--- config.mk ---
export PLATFORM = sky130hd
export DESIGN_NAME = disk_seek_scheduler
export DESIGN_NICKNAME = d
export VERILOG_FILES = /design/src/rtl/dss_pkg.sv /design/src/rtl/dss_front.sv /design/src/rtl/dss_job_fifo.sv /design/src/rtl/dss_back.sv /design/src/rtl/disk_seek_scheduler.sv
export VERILOG_INCLUDE_DIRS = /design/src /design/src/rtl
export SDC_FILE = /design/constraint.sdc
export NUM_CORES = 1
export LEC_CHECK = 0
export BUFFER_PORTS_ARGS = -buffer_cell sky130_fd_sc_hd__buf_2
export CAP_MARGIN = 20
export CORE_AREA = 2 2 230 232
export DETAILED_ROUTE_END_ITERATION = 12
export DIE_AREA = 0 0 232 234
export HOLD_SLACK_MARGIN = 0.1
export PLACE_DENSITY = 0.7
export SLEW_MARGIN = 0
export SYNTH_ARGS = -nofsm -noshare
export SYNTH_HDL_FRONTEND = slang
export SYNTH_SLANG_ARGS = --single-unit
--- constraint.sdc ---
create_clock -name clk_i -period 11.55 [get_ports clk_i]
set_clock_uncertainty 0.15 [all_clocks]
set_input_delay 1.155 -clock clk_i [delete_from_list [all_inputs] [get_ports clk_i]]
set_output_delay 1.155 -clock clk_i [all_outputs]
set_load 0.05 [all_outputs]
--- src/rtl/disk_seek_scheduler_defines.svh ---
// assertion macros for the disk seek scheduler
// depends on nothing; included by the modules that carry assertions
`ifndef DISK_SEEK_SCHEDULER_DEFINES_SVH
`define DISK_SEEK_SCHEDULER_DEFINES_SVH

`ifndef ASSERT_OFF
// checked while reset is released
`define DSS_ASSERT(name, clk, rst_n, prop) \
  name: assert property (@(posedge clk) disable iff (!rst_n) prop) \
    else $error("dss assertion failed");
// checked on every edge, reset included
`define DSS_ASSERT_NR(name, clk, prop) \
  name: assert property (@(posedge clk) prop) \
    else $error("dss assertion failed");
`else
`define DSS_ASSERT(name, clk, rst_n, prop)
`define DSS_ASSERT_NR(name, clk, prop)
`endif

`endif

--- src/rtl/dss_pkg.sv ---
// types and constants shared by the disk seek scheduler modules
// no dependencies
package dss_pkg;

  localparam int CYL_W            = 12;
  localparam int TOTAL_W          = 17;
  localparam int MAX_REQUESTS_DEF = 32;
  localparam int IDX_W_MAX        = 6;   // covers up to 64 stored requests
  localparam int CNT_W_MAX        = 7;
  localparam int FIFO_DEPTH       = 2;

  localparam int CFG_IDX_W  = 1;
  localparam int CFG_DATA_W = 12;

  localparam logic [CFG_IDX_W-1:0] REG_POLICY     = 1'd0;
  localparam logic [CFG_IDX_W-1:0] REG_START_HEAD = 1'd1;

  localparam logic POLICY_FCFS = 1'b0;
  localparam logic POLICY_SSTF = 1'b1;

  typedef struct packed {
    logic [CYL_W-1:0] cylinder;
    logic             is_last;
  } in_item_t;

  typedef struct packed {
    logic [CYL_W-1:0]   served_cylinder;
    logic [CYL_W-1:0]   move_distance;
    logic [TOTAL_W-1:0] total_seek;
    logic               last_of_run;
    logic               dropped;
  } out_item_t;

  // one scheduled batch handed from front to back
  typedef struct packed {
    logic [CNT_W_MAX-1:0] count;
    logic                 overflow;
  } job_t;

  // request store write port
  typedef struct packed {
    logic                 en;
    logic [IDX_W_MAX-1:0] addr;
    logic [CYL_W-1:0]     data;
  } store_wr_t;

endpackage

--- src/rtl/dss_front.sv ---
// front end: accepts requests, fills the request store, closes batches
// depends on dss_pkg
module dss_front #(
  parameter int MAX_REQUESTS = dss_pkg::MAX_REQUESTS_DEF
) (
  input  logic               clk_i,
  input  logic               rst_ni,
  input  logic               in_valid_i,
  output logic               in_ready_o,
  input  dss_pkg::in_item_t  in_item_i,
  output logic               job_valid_o,
  input  logic               job_ready_i,
  output dss_pkg::job_t      job_o,
  output dss_pkg::store_wr_t wr_o,
  input  logic               done_i
);
  import dss_pkg::*;

  localparam int IDX_W = (MAX_REQUESTS > 1) ? $clog2(MAX_REQUESTS) : 1;
  localparam int CNT_W = $clog2(MAX_REQUESTS + 1);

  logic [CNT_W-1:0] count_q, count_d;
  logic             ovf_q, ovf_d;
  logic             busy_q;
  logic             accept, has_room;

  assign in_ready_o = !busy_q && job_ready_i;
  assign accept     = in_valid_i && in_ready_o;
  assign has_room   = count_q < CNT_W'(MAX_REQUESTS);
  assign count_d    = has_room ? count_q + CNT_W'(1) : count_q;
  assign ovf_d      = ovf_q | !has_room;

  assign wr_o.en   = accept && has_room;
  assign wr_o.addr = IDX_W_MAX'(count_q[IDX_W-1:0]);
  assign wr_o.data = in_item_i.cylinder;

  assign job_valid_o    = accept && in_item_i.is_last;
  assign job_o.count    = CNT_W_MAX'(count_d);
  assign job_o.overflow = ovf_d;

  always_ff @(posedge clk_i or negedge rst_ni) begin
    if (!rst_ni) begin
      count_q <= '0;
      ovf_q   <= 1'b0;
      busy_q  <= 1'b0;
    end else begin
      if (done_i) begin
        busy_q <= 1'b0;
      end
      if (accept) begin
        if (in_item_i.is_last) begin
          count_q <= '0;
          ovf_q   <= 1'b0;
          busy_q  <= 1'b1;
        end else begin
          count_q <= count_d;
          ovf_q   <= ovf_d;
        end
      end
    end
  end

endmodule

--- src/rtl/dss_job_fifo.sv ---
// short queue of closed batches between front and back
// depends on dss_pkg
module dss_job_fifo #(
  parameter int Depth = dss_pkg::FIFO_DEPTH
) (
  input  logic          clk_i,
  input  logic          rst_ni,
  input  logic          push_valid_i,
  output logic          push_ready_o,
  input  dss_pkg::job_t push_data_i,
  output logic          pop_valid_o,
  input  logic          pop_ready_i,
  output dss_pkg::job_t pop_data_o
);
  import dss_pkg::*;

  localparam int PTR_W = (Depth > 1) ? $clog2(Depth) : 1;
  localparam int CNT_W = $clog2(Depth + 1);

  job_t             slot_q [Depth];
  logic [PTR_W-1:0] wptr_q, rptr_q;
  logic [CNT_W-1:0] fill_q;
  logic             push, pop;

  assign push_ready_o = fill_q != CNT_W'(Depth);
  assign pop_valid_o  = fill_q != '0;
  assign pop_data_o   = slot_q[rptr_q];
  assign push         = push_valid_i && push_ready_o;
  assign pop          = pop_valid_o && pop_ready_i;

  always_ff @(posedge clk_i) begin
    if (push) begin
      slot_q[wptr_q] <= push_data_i;
    end
  end

  always_ff @(posedge clk_i or negedge rst_ni) begin
    if (!rst_ni) begin
      wptr_q <= '0;
      rptr_q <= '0;
      fill_q <= '0;
    end else begin
      if (push) begin
        wptr_q <= (wptr_q == PTR_W'(Depth - 1)) ? '0 : wptr_q + PTR_W'(1);
      end
      if (pop) begin
        rptr_q <= (rptr_q == PTR_W'(Depth - 1)) ? '0 : rptr_q + PTR_W'(1);
      end
      if (push && !pop) begin
        fill_q <= fill_q + CNT_W'(1);
      end else if (pop && !push) begin
        fill_q <= fill_q - CNT_W'(1);
      end
    end
  end

endmodule

--- src/rtl/dss_back.sv ---
// back end: request store, nearest-request (or in-order fcfs) scan and result register
// depends on dss_pkg and disk_seek_scheduler_defines.svh
`include "disk_seek_scheduler_defines.svh"
module dss_back #(
  parameter int MAX_REQUESTS = dss_pkg::MAX_REQUESTS_DEF
) (
  input  logic                      clk_i,
  input  logic                      rst_ni,
  input  dss_pkg::store_wr_t        wr_i,
  input  logic                      job_valid_i,
  output logic                      job_ready_o,
  input  dss_pkg::job_t             job_i,
  input  logic                      policy_i,
  input  logic [dss_pkg::CYL_W-1:0] start_head_i,
  output logic                      done_o,
  output logic                      out_valid_o,
  input  logic                      out_ready_i,
  output dss_pkg::out_item_t        out_item_o
);
  import dss_pkg::*;

  localparam int IDX_W = (MAX_REQUESTS > 1) ? $clog2(MAX_REQUESTS) : 1;
  localparam int CNT_W = $clog2(MAX_REQUESTS + 1);

  typedef enum logic [1:0] {
    S_IDLE,
    S_SCAN,
    S_DRAIN,
    S_EMIT
  } state_e;

  state_e              state_q;
  logic [CYL_W-1:0]    mem_q [MAX_REQUESTS];
  logic [CYL_W-1:0]    rdata_q;
  logic [CNT_W-1:0]    n_q, k_q, n_last;
  logic [IDX_W-1:0]    scan_q, pidx_q, best_idx_q;
  logic                pend_q, found_q, ovf_q;
  logic [CYL_W-1:0]    head_q, best_c_q, best_d_q, cand_d;
  logic [TOTAL_W-1:0]  sum_q, sum_sat;
  logic [TOTAL_W:0]    sum_wide;
  logic [MAX_REQUESTS-1:0] served_q;
  logic                out_valid_q;
  out_item_t           out_q;
  logic                cand_ok, better, scan_end, emit, k_last;

  // request store: one write port from the front, one registered read port
  always_ff @(posedge clk_i) begin
    if (wr_i.en) begin
      mem_q[wr_i.addr[IDX_W-1:0]] <= wr_i.data;
    end
    rdata_q <= mem_q[scan_q];
  end

  assign n_last   = n_q - CNT_W'(1);
  assign k_last   = k_q == n_last;
  assign scan_end = (policy_i == POLICY_SSTF) ? (scan_q == n_last[IDX_W-1:0]) : 1'b1;

  // compare stage on the entry read in the previous cycle
  assign cand_d  = (rdata_q >= head_q) ? rdata_q - head_q : head_q - rdata_q;
  assign cand_ok = pend_q && ((policy_i == POLICY_FCFS) || !served_q[pidx_q]);
  assign better  = !found_q || (cand_d < best_d_q) ||
                   ((cand_d == best_d_q) && (rdata_q > best_c_q));

  assign sum_wide = {1'b0, sum_q} + (TOTAL_W + 1)'(best_d_q);
  assign sum_sat  = sum_wide[TOTAL_W] ? {TOTAL_W{1'b1}} : sum_wide[TOTAL_W-1:0];

  assign emit        = (state_q == S_EMIT) && (!out_valid_q || out_ready_i);
  assign done_o      = emit && k_last;
  assign job_ready_o = state_q == S_IDLE;
  assign out_valid_o = out_valid_q;
  assign out_item_o  = out_q;

  always_ff @(posedge clk_i or negedge rst_ni) begin
    if (!rst_ni) begin
      state_q     <= S_IDLE;
      n_q         <= '0;
      k_q         <= '0;
      scan_q      <= '0;
      pidx_q      <= '0;
      pend_q      <= 1'b0;
      found_q     <= 1'b0;
      ovf_q       <= 1'b0;
      head_q      <= '0;
      sum_q       <= '0;
      served_q    <= '0;
      best_idx_q  <= '0;
      best_c_q    <= '0;
      best_d_q    <= '0;
      out_valid_q <= 1'b0;
      out_q       <= '0;
    end else begin
      if (out_ready_i && !emit) begin
        out_valid_q <= 1'b0;
      end
      if (cand_ok && better) begin
        found_q    <= 1'b1;
        best_idx_q <= pidx_q;
        best_c_q   <= rdata_q;
        best_d_q   <= cand_d;
      end
      unique case (state_q)
        S_IDLE: begin
          if (job_valid_i) begin
            n_q      <= job_i.count[CNT_W-1:0];
            ovf_q    <= job_i.overflow;
            head_q   <= start_head_i;
            sum_q    <= '0;
            served_q <= '0;
            k_q      <= '0;
            scan_q   <= '0;
            found_q  <= 1'b0;
            state_q  <= S_SCAN;
          end
        end
        S_SCAN: begin
          pend_q <= 1'b1;
          pidx_q <= scan_q;
          if (scan_end) begin
            state_q <= S_DRAIN;
          end else begin
            scan_q <= scan_q + IDX_W'(1);
          end
        end
        S_DRAIN: begin
          pend_q  <= 1'b0;
          state_q <= S_EMIT;
        end
        S_EMIT: begin
          if (emit) begin
            out_valid_q           <= 1'b1;
            out_q.served_cylinder <= best_c_q;
            out_q.move_distance   <= best_d_q;
            out_q.total_seek      <= sum_sat;
            out_q.last_of_run     <= k_last;
            out_q.dropped         <= ovf_q;
            head_q                <= best_c_q;
            sum_q                 <= sum_sat;
            served_q[best_idx_q]  <= 1'b1;
            if (k_last) begin
              state_q <= S_IDLE;
            end else begin
              k_q     <= k_q + CNT_W'(1);
              found_q <= 1'b0;
              scan_q  <= (policy_i == POLICY_SSTF) ? '0 : IDX_W'(k_q + CNT_W'(1));
              state_q <= S_SCAN;
            end
          end
        end
        default: begin
          state_q <= S_IDLE;
        end
      endcase
    end
  end

  // a result always has a chosen candidate behind it
  `DSS_ASSERT(a_emit_found, clk_i, rst_ni, (state_q == S_EMIT) |-> found_q)
  // the result counter never passes the batch size while a batch runs
  `DSS_ASSERT(a_k_in_batch, clk_i, rst_ni, (state_q != S_IDLE) |-> (k_q < n_q))
  // the final result of a batch frees the back end
  `DSS_ASSERT(a_last_idle, clk_i, rst_ni, (emit && k_last) |=> (state_q == S_IDLE))
  // no result is shown while reset is held
  `DSS_ASSERT_NR(a_rst_quiet, clk_i, !rst_ni |-> !out_valid_o)

endmodule

--- src/rtl/disk_seek_scheduler.sv ---
// disk seek scheduler: batch fcfs / shortest-seek-first service order
// input requests are taken one per cycle while a batch fills and the job
// queue has room; after the last one each result reads every stored entry
// in shortest-seek mode, or only the next one in first-come mode
// new requests wait until the final result of the running batch is issued
// reset is asynchronous and active low; the request store is not cleared
module disk_seek_scheduler #(
  parameter int MAX_REQUESTS = dss_pkg::MAX_REQUESTS_DEF
) (
  input  logic                           clk_i,
  input  logic                           rst_ni,
  // request channel
  input  logic                           in_valid_i,
  output logic                           in_ready_o,
  input  dss_pkg::in_item_t              in_item_i,
  // result channel
  output logic                           out_valid_o,
  input  logic                           out_ready_i,
  output dss_pkg::out_item_t             out_item_o,
  // configuration write channel
  input  logic                           cfg_valid_i,
  output logic                           cfg_ready_o,
  input  logic [dss_pkg::CFG_IDX_W-1:0]  cfg_index_i,
  input  logic [dss_pkg::CFG_DATA_W-1:0] cfg_data_i
);
  import dss_pkg::*;

  logic             policy_q;
  logic [CYL_W-1:0] start_head_q;

  // front-to-queue and queue-to-back transactions, the store write port and the batch-done signal
  logic      push_valid, push_ready, pop_valid, pop_ready;
  job_t      push_job, pop_job;
  store_wr_t store_wr;
  logic      batch_done;

  // the user must change registers only while the block is idle; the block does not check, and takes every write
  assign cfg_ready_o = 1'b1;

  always_ff @(posedge clk_i or negedge rst_ni) begin
    if (!rst_ni) begin
      policy_q     <= POLICY_FCFS;
      start_head_q <= '0;
    end else if (cfg_valid_i) begin
      case (cfg_index_i)
        REG_POLICY:     policy_q     <= cfg_data_i[0];
        REG_START_HEAD: start_head_q <= cfg_data_i[CYL_W-1:0];
        default:        ;
      endcase
    end
  end

  // front: stores requests, counts them, flags drops, closes the batch on last
  dss_front #(
    .MAX_REQUESTS(MAX_REQUESTS)
  ) u_front (
    .clk_i       (clk_i),
    .rst_ni      (rst_ni),
    .in_valid_i  (in_valid_i),
    .in_ready_o  (in_ready_o),
    .in_item_i   (in_item_i),
    .job_valid_o (push_valid),
    .job_ready_i (push_ready),
    .job_o       (push_job),
    .wr_o        (store_wr),
    .done_i      (batch_done)
  );

  // batch descriptors wait here until the back end is free
  dss_job_fifo #(
    .Depth(FIFO_DEPTH)
  ) u_job_fifo (
    .clk_i        (clk_i),
    .rst_ni       (rst_ni),
    .push_valid_i (push_valid),
    .push_ready_o (push_ready),
    .push_data_i  (push_job),
    .pop_valid_o  (pop_valid),
    .pop_ready_i  (pop_ready),
    .pop_data_o   (pop_job)
  );

  // back: scans the store for each result and drives the output register
  dss_back #(
    .MAX_REQUESTS(MAX_REQUESTS)
  ) u_back (
    .clk_i        (clk_i),
    .rst_ni       (rst_ni),
    .wr_i         (store_wr),
    .job_valid_i  (pop_valid),
    .job_ready_o  (pop_ready),
    .job_i        (pop_job),
    .policy_i     (policy_q),
    .start_head_i (start_head_q),
    .done_o       (batch_done),
    .out_valid_o  (out_valid_o),
    .out_ready_i  (out_ready_i),
    .out_item_o   (out_item_o)
  );

endmodule
-- Yosys cells after proc, flatten, opt, wreduce, memory -nomap -nowiden
Memory sizes are Yosys's and may differ from the RTL's. A register that Yosys moved wholly into a read port is not among the register bits.
Index checks and enable logic that the tools add are counted.
Widths: inputs -> output; s select.
- add/sub/neg operators: 11
- magnitude comparators: 7
- equality and inequality tests: 12
- multiplexer cells: 54
- bitwise gates (word level): 4
- reduce and logical (&&, ||, !) cells: 42
- operators with widths (kind ; count):
    $mux 32 ; 2
    $pmux 32 s2 ; 1
    $mux 17 ; 3
    $mux 12 ; 3
    $pmux 17 s2 ; 1
    $or 32x32->32 ; 1
    $mux 6 ; 5
    $mux 5 ; 5
    $pmux 12 s2 ; 1
    $sub 12x12->12 ; 2
    $mux 1 ; 21
    $add 17x12->18 ; 1
    $logic_and 1x1->1 ; 15
    $pmux 5 s3 ; 1
    $add 6x1->6 const B ; 2
    $eq 12x12->1 ; 1
    $ge 12x12->1 ; 1
    $gt 12x12->1 ; 1
    $lt 12x12->1 ; 1
    $lt 5x6->1 const B ; 2
    $pmux 6 s2 ; 1
    $mux 2 ; 5
    $logic_not 1->1 ; 9
    $pmux 2 s4 ; 1
    other kinds (26) ; 44
- register bits after elaboration: 179
- memory bits (writable): 398
- logic and storage cells: 158
- memories: 2
- memory list (memory ; words ; bits a word ; read ports ; clocked after memory_dff ; wr ports ; RTL line ; source):
    u_back.mem_q ; 32 ; 12 ; 1 ; 1 ; 1 ; dss_back.sv:33 ; logic [CYL_W-1:0] mem_q [MAX_REQUESTS];
    u_job_fifo.slot_q ; 2 ; 7 ; 1 ; 1 ; 1 ; dss_job_fifo.sv:20 ; job_t slot_q [Depth];

-- Longest topological paths before layout
- depth in word-level cells: 10
- depth in mapped cells: 22

-- Modules after synthesis
Synthesis repeated with hierarchy kept, for this count alone.
- cells, all modules: 1926
- area total of the unflattened synthesis: 26319.0 sq um
- modules (own cells, without submodules) (module ; instances ; cells an instance ; area each (sq um)):
    dss_back ; 1 ; 1785 ; 24348.4
    dss_job_fifo ; 1 ; 43 ; 787.0
    dss_front ; 1 ; 67 ; 639.4
    disk_seek_scheduler ; 1 ; 31 ; 544.3

-- Least setup slack after synthesis
Ideal clock, no wire load.
- kind: register to register
- start: reg u_back.rdata_q[0] (read register of u_back.mem_q)
- end: reg u_back.best_d_q[10]
- library setup time: 125 ps
- data arrival time: 3900 ps
- required time: 11275 ps
- setup slack: 7375 ps
- cell stages (with the launch flop): 22
- path buffers: 2
- cells stage by stage: dfxtp_1 -> inv_1 -> ha_1 -> inv_1 -> fa_1 -> nand3_1 -> a311oi_1 -> a211oi_2 -> buf_4 -> nand2_1 -> and3b_1 -> a311oi_1 -> xnor2_1 -> ha_1 -> nand4_1 -> nor2b_1 -> nand2_1 -> o221ai_1 -> nand2_1 -> o21ai_1 -> buf_2 -> mux2_2
- cells in the longest elaborated chain, start to end: 6
- elaborated cells on any way between the ends: 11
- those cells by class: 2 x add/sub; 3 x order compare; 1 x eq/ne; 1 x mux; 4 x reduce/logical
- ends and longest elaborated chain (item ; RTL line ; source):
    from (decl) ; dss_back.sv:34 ; logic [CYL_W-1:0] rdata_q;
    $sub 12x12->12 or $ge 12x12->1 (tied branches) ; dss_back.sv:59 ; assign cand_d = (rdata_q >= head_q) ? rdata_q - head_q : head_q - rdata_q;
    $mux 12 * ; dss_back.sv:59 ;
    via u_back.cand_d[10] ; dss_back.sv:38 ; logic [CYL_W-1:0] head_q, best_c_q, best_d_q, cand_d;
    $lt 12x12->1 or $eq 12x12->1 (tied branches) ; dss_back.sv:61, dss_back.sv:62 ;
    $logic_or 1x1->1 or $logic_and 1x1->1 (tied branches) ; dss_back.sv:61, dss_back.sv:62 ;
    $logic_or 1x1->1 ; dss_back.sv:61 ; assign better = !found_q || (cand_d < best_d_q) ||
    $logic_and 1x1->1 ; dss_back.sv:95 ; if (cand_ok && better) begin
    to (signal assigned) ; dss_back.sv:99 ; best_d_q <= cand_d;
    to (decl) ; dss_back.sv:38 ;
The timed path passes the listed nets; every way through them passes the cells marked *.
A chain may end at the register's enable or synchronous reset.

-- Worst setup path after layout
- start: reg u_back.rdata_q[0] (read register of u_back.mem_q)
- end: reg u_back.best_idx_q[4]
- cells in the longest elaborated chain, start to end: 6
- elaborated cells on any way between the ends: 11
- those cells by class: 2 x add/sub; 3 x order compare; 1 x eq/ne; 1 x mux; 4 x reduce/logical
- ends and longest elaborated chain (item ; RTL line ; source):
    $sub 12x12->12 or $ge 12x12->1 (tied branches) ; dss_back.sv:59 ;
    $mux 12 * ; dss_back.sv:59 ;
    via u_back.cand_d[10] ; dss_back.sv:38 ;
    $lt 12x12->1 or $eq 12x12->1 (tied branches) ; dss_back.sv:61, dss_back.sv:62 ;
    $logic_or 1x1->1 or $logic_and 1x1->1 (tied branches) ; dss_back.sv:61, dss_back.sv:62 ;
    $logic_or 1x1->1 * ; dss_back.sv:61 ;
    $logic_and 1x1->1 * ; dss_back.sv:95 ;
    to (signal assigned) ; dss_back.sv:97 ; best_idx_q <= pidx_q;
    to (decl) ; dss_back.sv:36 ; logic [IDX_W-1:0] scan_q, pidx_q, best_idx_q;
Marks and branches as above.

==> flow_summary.ini <==
[placed_design]
portBuffers = 75
gp_congestion = 0.844
placed_cell_area_um2 = 27000
dp.cells = 2402
dp_hpwl_um = 36000

[setup_path]
worstPathCellList = inv_1, ha_1, inv_1, fa_1, nand3_1, a311oi_1, a211oi_2, buf_4, mux2_2, o21ai_1, a311oi_1, xnor2_1, ha_1, nand4_1, nor2b_1, nand2_1, o221ai_1, nand2_1, o21ai_4, buf_16, mux2_2
max_stage_delay_ps = 520
crit_family = compound AO/OA/AOI/OAI gates
worst-setup-path-type = flip-flop to flip-flop
critPathMaxFanout = 18
cp.arrival_ps = 5600
worstSetupEndpointType = flip-flop
path_buf_inv = 4
start_kind = flip-flop
worstPathRequired_ps = 11900
slowest_stage = o21ai_4

[timing]
setup_viol = 0
finalCritPeriodShare_pct = 45.4
drv_slew = 0
timing.hold.ws_ps = 322
max_freq_mhz = 191
fin_crit_ps = 5250
max_slew_margin_pct = 31.3
hold_violations = 0
tightest_slew_ps = 1030
finalSetupTns_ps = 0
rsz0062_at_grt = no

[clocking]
postCtsSetupBuffers = 0
htree_levels = 2
root_buffer = clkbuf_16
cts_max_path_buffers = 3
clock_sinks = 596
clk_pin_slew_ps = 60
cts_buffers = 58
clkLatencyLatePin_ps = 650
cts-resized-gates = 0
cts_tree = yes
ctsHoldBuffers = 0

[global_route]
overflow = 0
antenna_found_initial = 0
grtUsageTotal_pct = 20.7
grt_max_degree = 125
grt_pass1_wl_um = 85200
grt_pass1_vias = 14500

[power_and_ir_drop]
peakVddDrop_v = 0.000168
powerDensity_nw_per_um2 = 284
power.total_mw = 8.19
leakagePower_nw = 10.8

[final_layout]
n_antenna_cell = 0
fin_cells = 2514
areaGrowthSynthToFinish_pct = 12.2
nets = 1886
fin_area_um2 = 28900
drive_gt1_share_pct = 21.6

[floorplanning]
core_area_um2 = 52000
die_area_um2 = 54300
chipHeight_um = 234
die_w_um = 232
initial_core_util_pct = 49.5
io_pins = 77
rows = 84

[logic_synthesis]
ys_ff_latch = 596
yosysMostFrequentCell = edfxtp_1
netlist_top_cells_count = edfxtp_1, dfrtp_1, mux4_2
yosysSeqAreaShare_pct = 65.5
yosys-top-cells-area = edfxtp_1, dfrtp_1, mux4_2
synth_top_cell_by_area = edfxtp_1
synthArstFlopShare_pct = 31.2
synth_warnings = 0
synth_edf_count = 398
synth_top_area_share_pct = 46.4
netlist_area_um2 = 25700
ys.flop_type = edfxtp_1
syn-num-nets = 1783
synth_cell_types = 64
syn_inst = 1678
avgSynthCellArea_um2 = 15.3

[route]
num_vias = 14400
first_iter_violations = 1129
via_per_inst = 5.72
wl_per_cell_um = 22.0
drt_wl_total_um = 55300
antenna_left = 0
dr.pass1.iters = 4
route.detailed.drc = 0

[status]
status = complete, no violations

[job]
drv_cap = 0

[hold_path]
min_path_type = flip-flop to flip-flop
==> cells by family after synthesis <==
logic type	synth area share, %
muxes	15.1
adders and majority gates	3.68
AOI/OAI and AO/OA	5.93
other	0.0146
and+or+nand+nor	5.84
xor gates and xnor gates	1.69
buffers and inverters	2.29
DFF	65.5
==> final timing paths <==
kind	start	to	slack [ps]	cells after the start
min in group asynchronous	rst_ni	u_back.sum_q[15]$_DFFE_PN0P_	480	1
setup reg to reg	u_back.rdata_q[0]$_DFF_P_	u_back.best_idx_q[4]$_DFFE_PN0P_	6300	21
max in group asynchronous	rst_ni	u_back.out_item_o[41]$_DFFE_PN0P_	9450	2
hold / removal	u_back.out_item_o[28]$_DFFE_PN0P_	u_back.out_item_o[28]$_DFFE_PN0P_	320	2
setup / recovery	u_back.rdata_q[0]$_DFF_P_	u_back.best_idx_q[4]$_DFFE_PN0P_	6300	21
hold reg to reg	u_back.out_item_o[28]$_DFFE_PN0P_	u_back.out_item_o[28]$_DFFE_PN0P_	320	2
==> tightest hold or removal path, delay by kind of cell, from the launching register on <==
| family | cells | cell delay (ps) |
|---|---|---|
| flip-flops | 1 | 340 |
| AND/OR/NAND/NOR | 1 | 40 |
| AO/OA/AOI/OAI | 1 | 50 |
==> cell type report <==
cell class,instances,area (um^2)
multi-input combinational,933,8320
timing repair buffer,120,792
inverter,72,270
fill,4041,23200
clock buffer,76,1540
sequential,596,16900
tap,688,861
clock inverter,29,233
==> metrics by stage <==
step | worst slack, ps | util [%]
global placement | 6160 | 51.7
floorplan | 7380 | -
CTS | 6280 | 55.4
finish | 6300 | 55.5
global route | 5970 | 55.5
detailed placement | 6290 | 52.0
==> state kept, by name (all words and copies together), names as in the netlist, 6 cells and up <==
signal	count
u_back.head_q	12
u_back.k_q	6
u_back.n_q	6
u_job_fifo.slot_q	14
u_back.mem_q	384
u_back.rdata_q	12
start_head_q	12
u_front.count_q	6
u_back.served_q	32
u_back.best_d_q	12
u_back.best_c_q	12
u_back.out_item_o	43
u_back.sum_q	17
==> layer usage <==
metal	global-route usage, %	up-vias	routed length, um
li1	-	6540	-
met1	29.2	7364	24200
met2	34.1	409	26900
met3	3.42	66	3280
met4	4.65	0	856
met5	0	-	0
==> cells in the final DEF, fill, tap and decap left out, drive strengths merged, types with 4 or more instances in the layout <==
master	netlist	layout
edfxtp	398	398
dfrtp	186	186
mux4	130	130
nand2	122	122
buf	24	119
nor2	113	113
o21ai	94	94
a21oi	84	84
clkbuf	53	77
inv	71	73
ha	71	71
mux2	54	54
mux2i	35	35
xnor2	26	26
clkinv	1	24
xor2	16	16
nor2b	15	15
a21o	15	15
nand3	14	14
nor3	13	13
dfxtp	12	12
o21a	11	11
a31oi	10	10
nand4	9	9
and3	9	9
and2	9	9
o31ai	7	7
a22o	7	7
a211oi	7	7
nor3b	6	6
nand2b	5	5
or3	4	4
or2	4	4
nor4	4	4
==> where the power goes <==
part	internal, mW	switching (mW)	leakage [nW]
registers	2.58	0.316	6.03
logic	1.51	2.01	3.95
clock network	0.965	0.809	0.856
No activity file was read; power rests on OpenSTA's default activity.
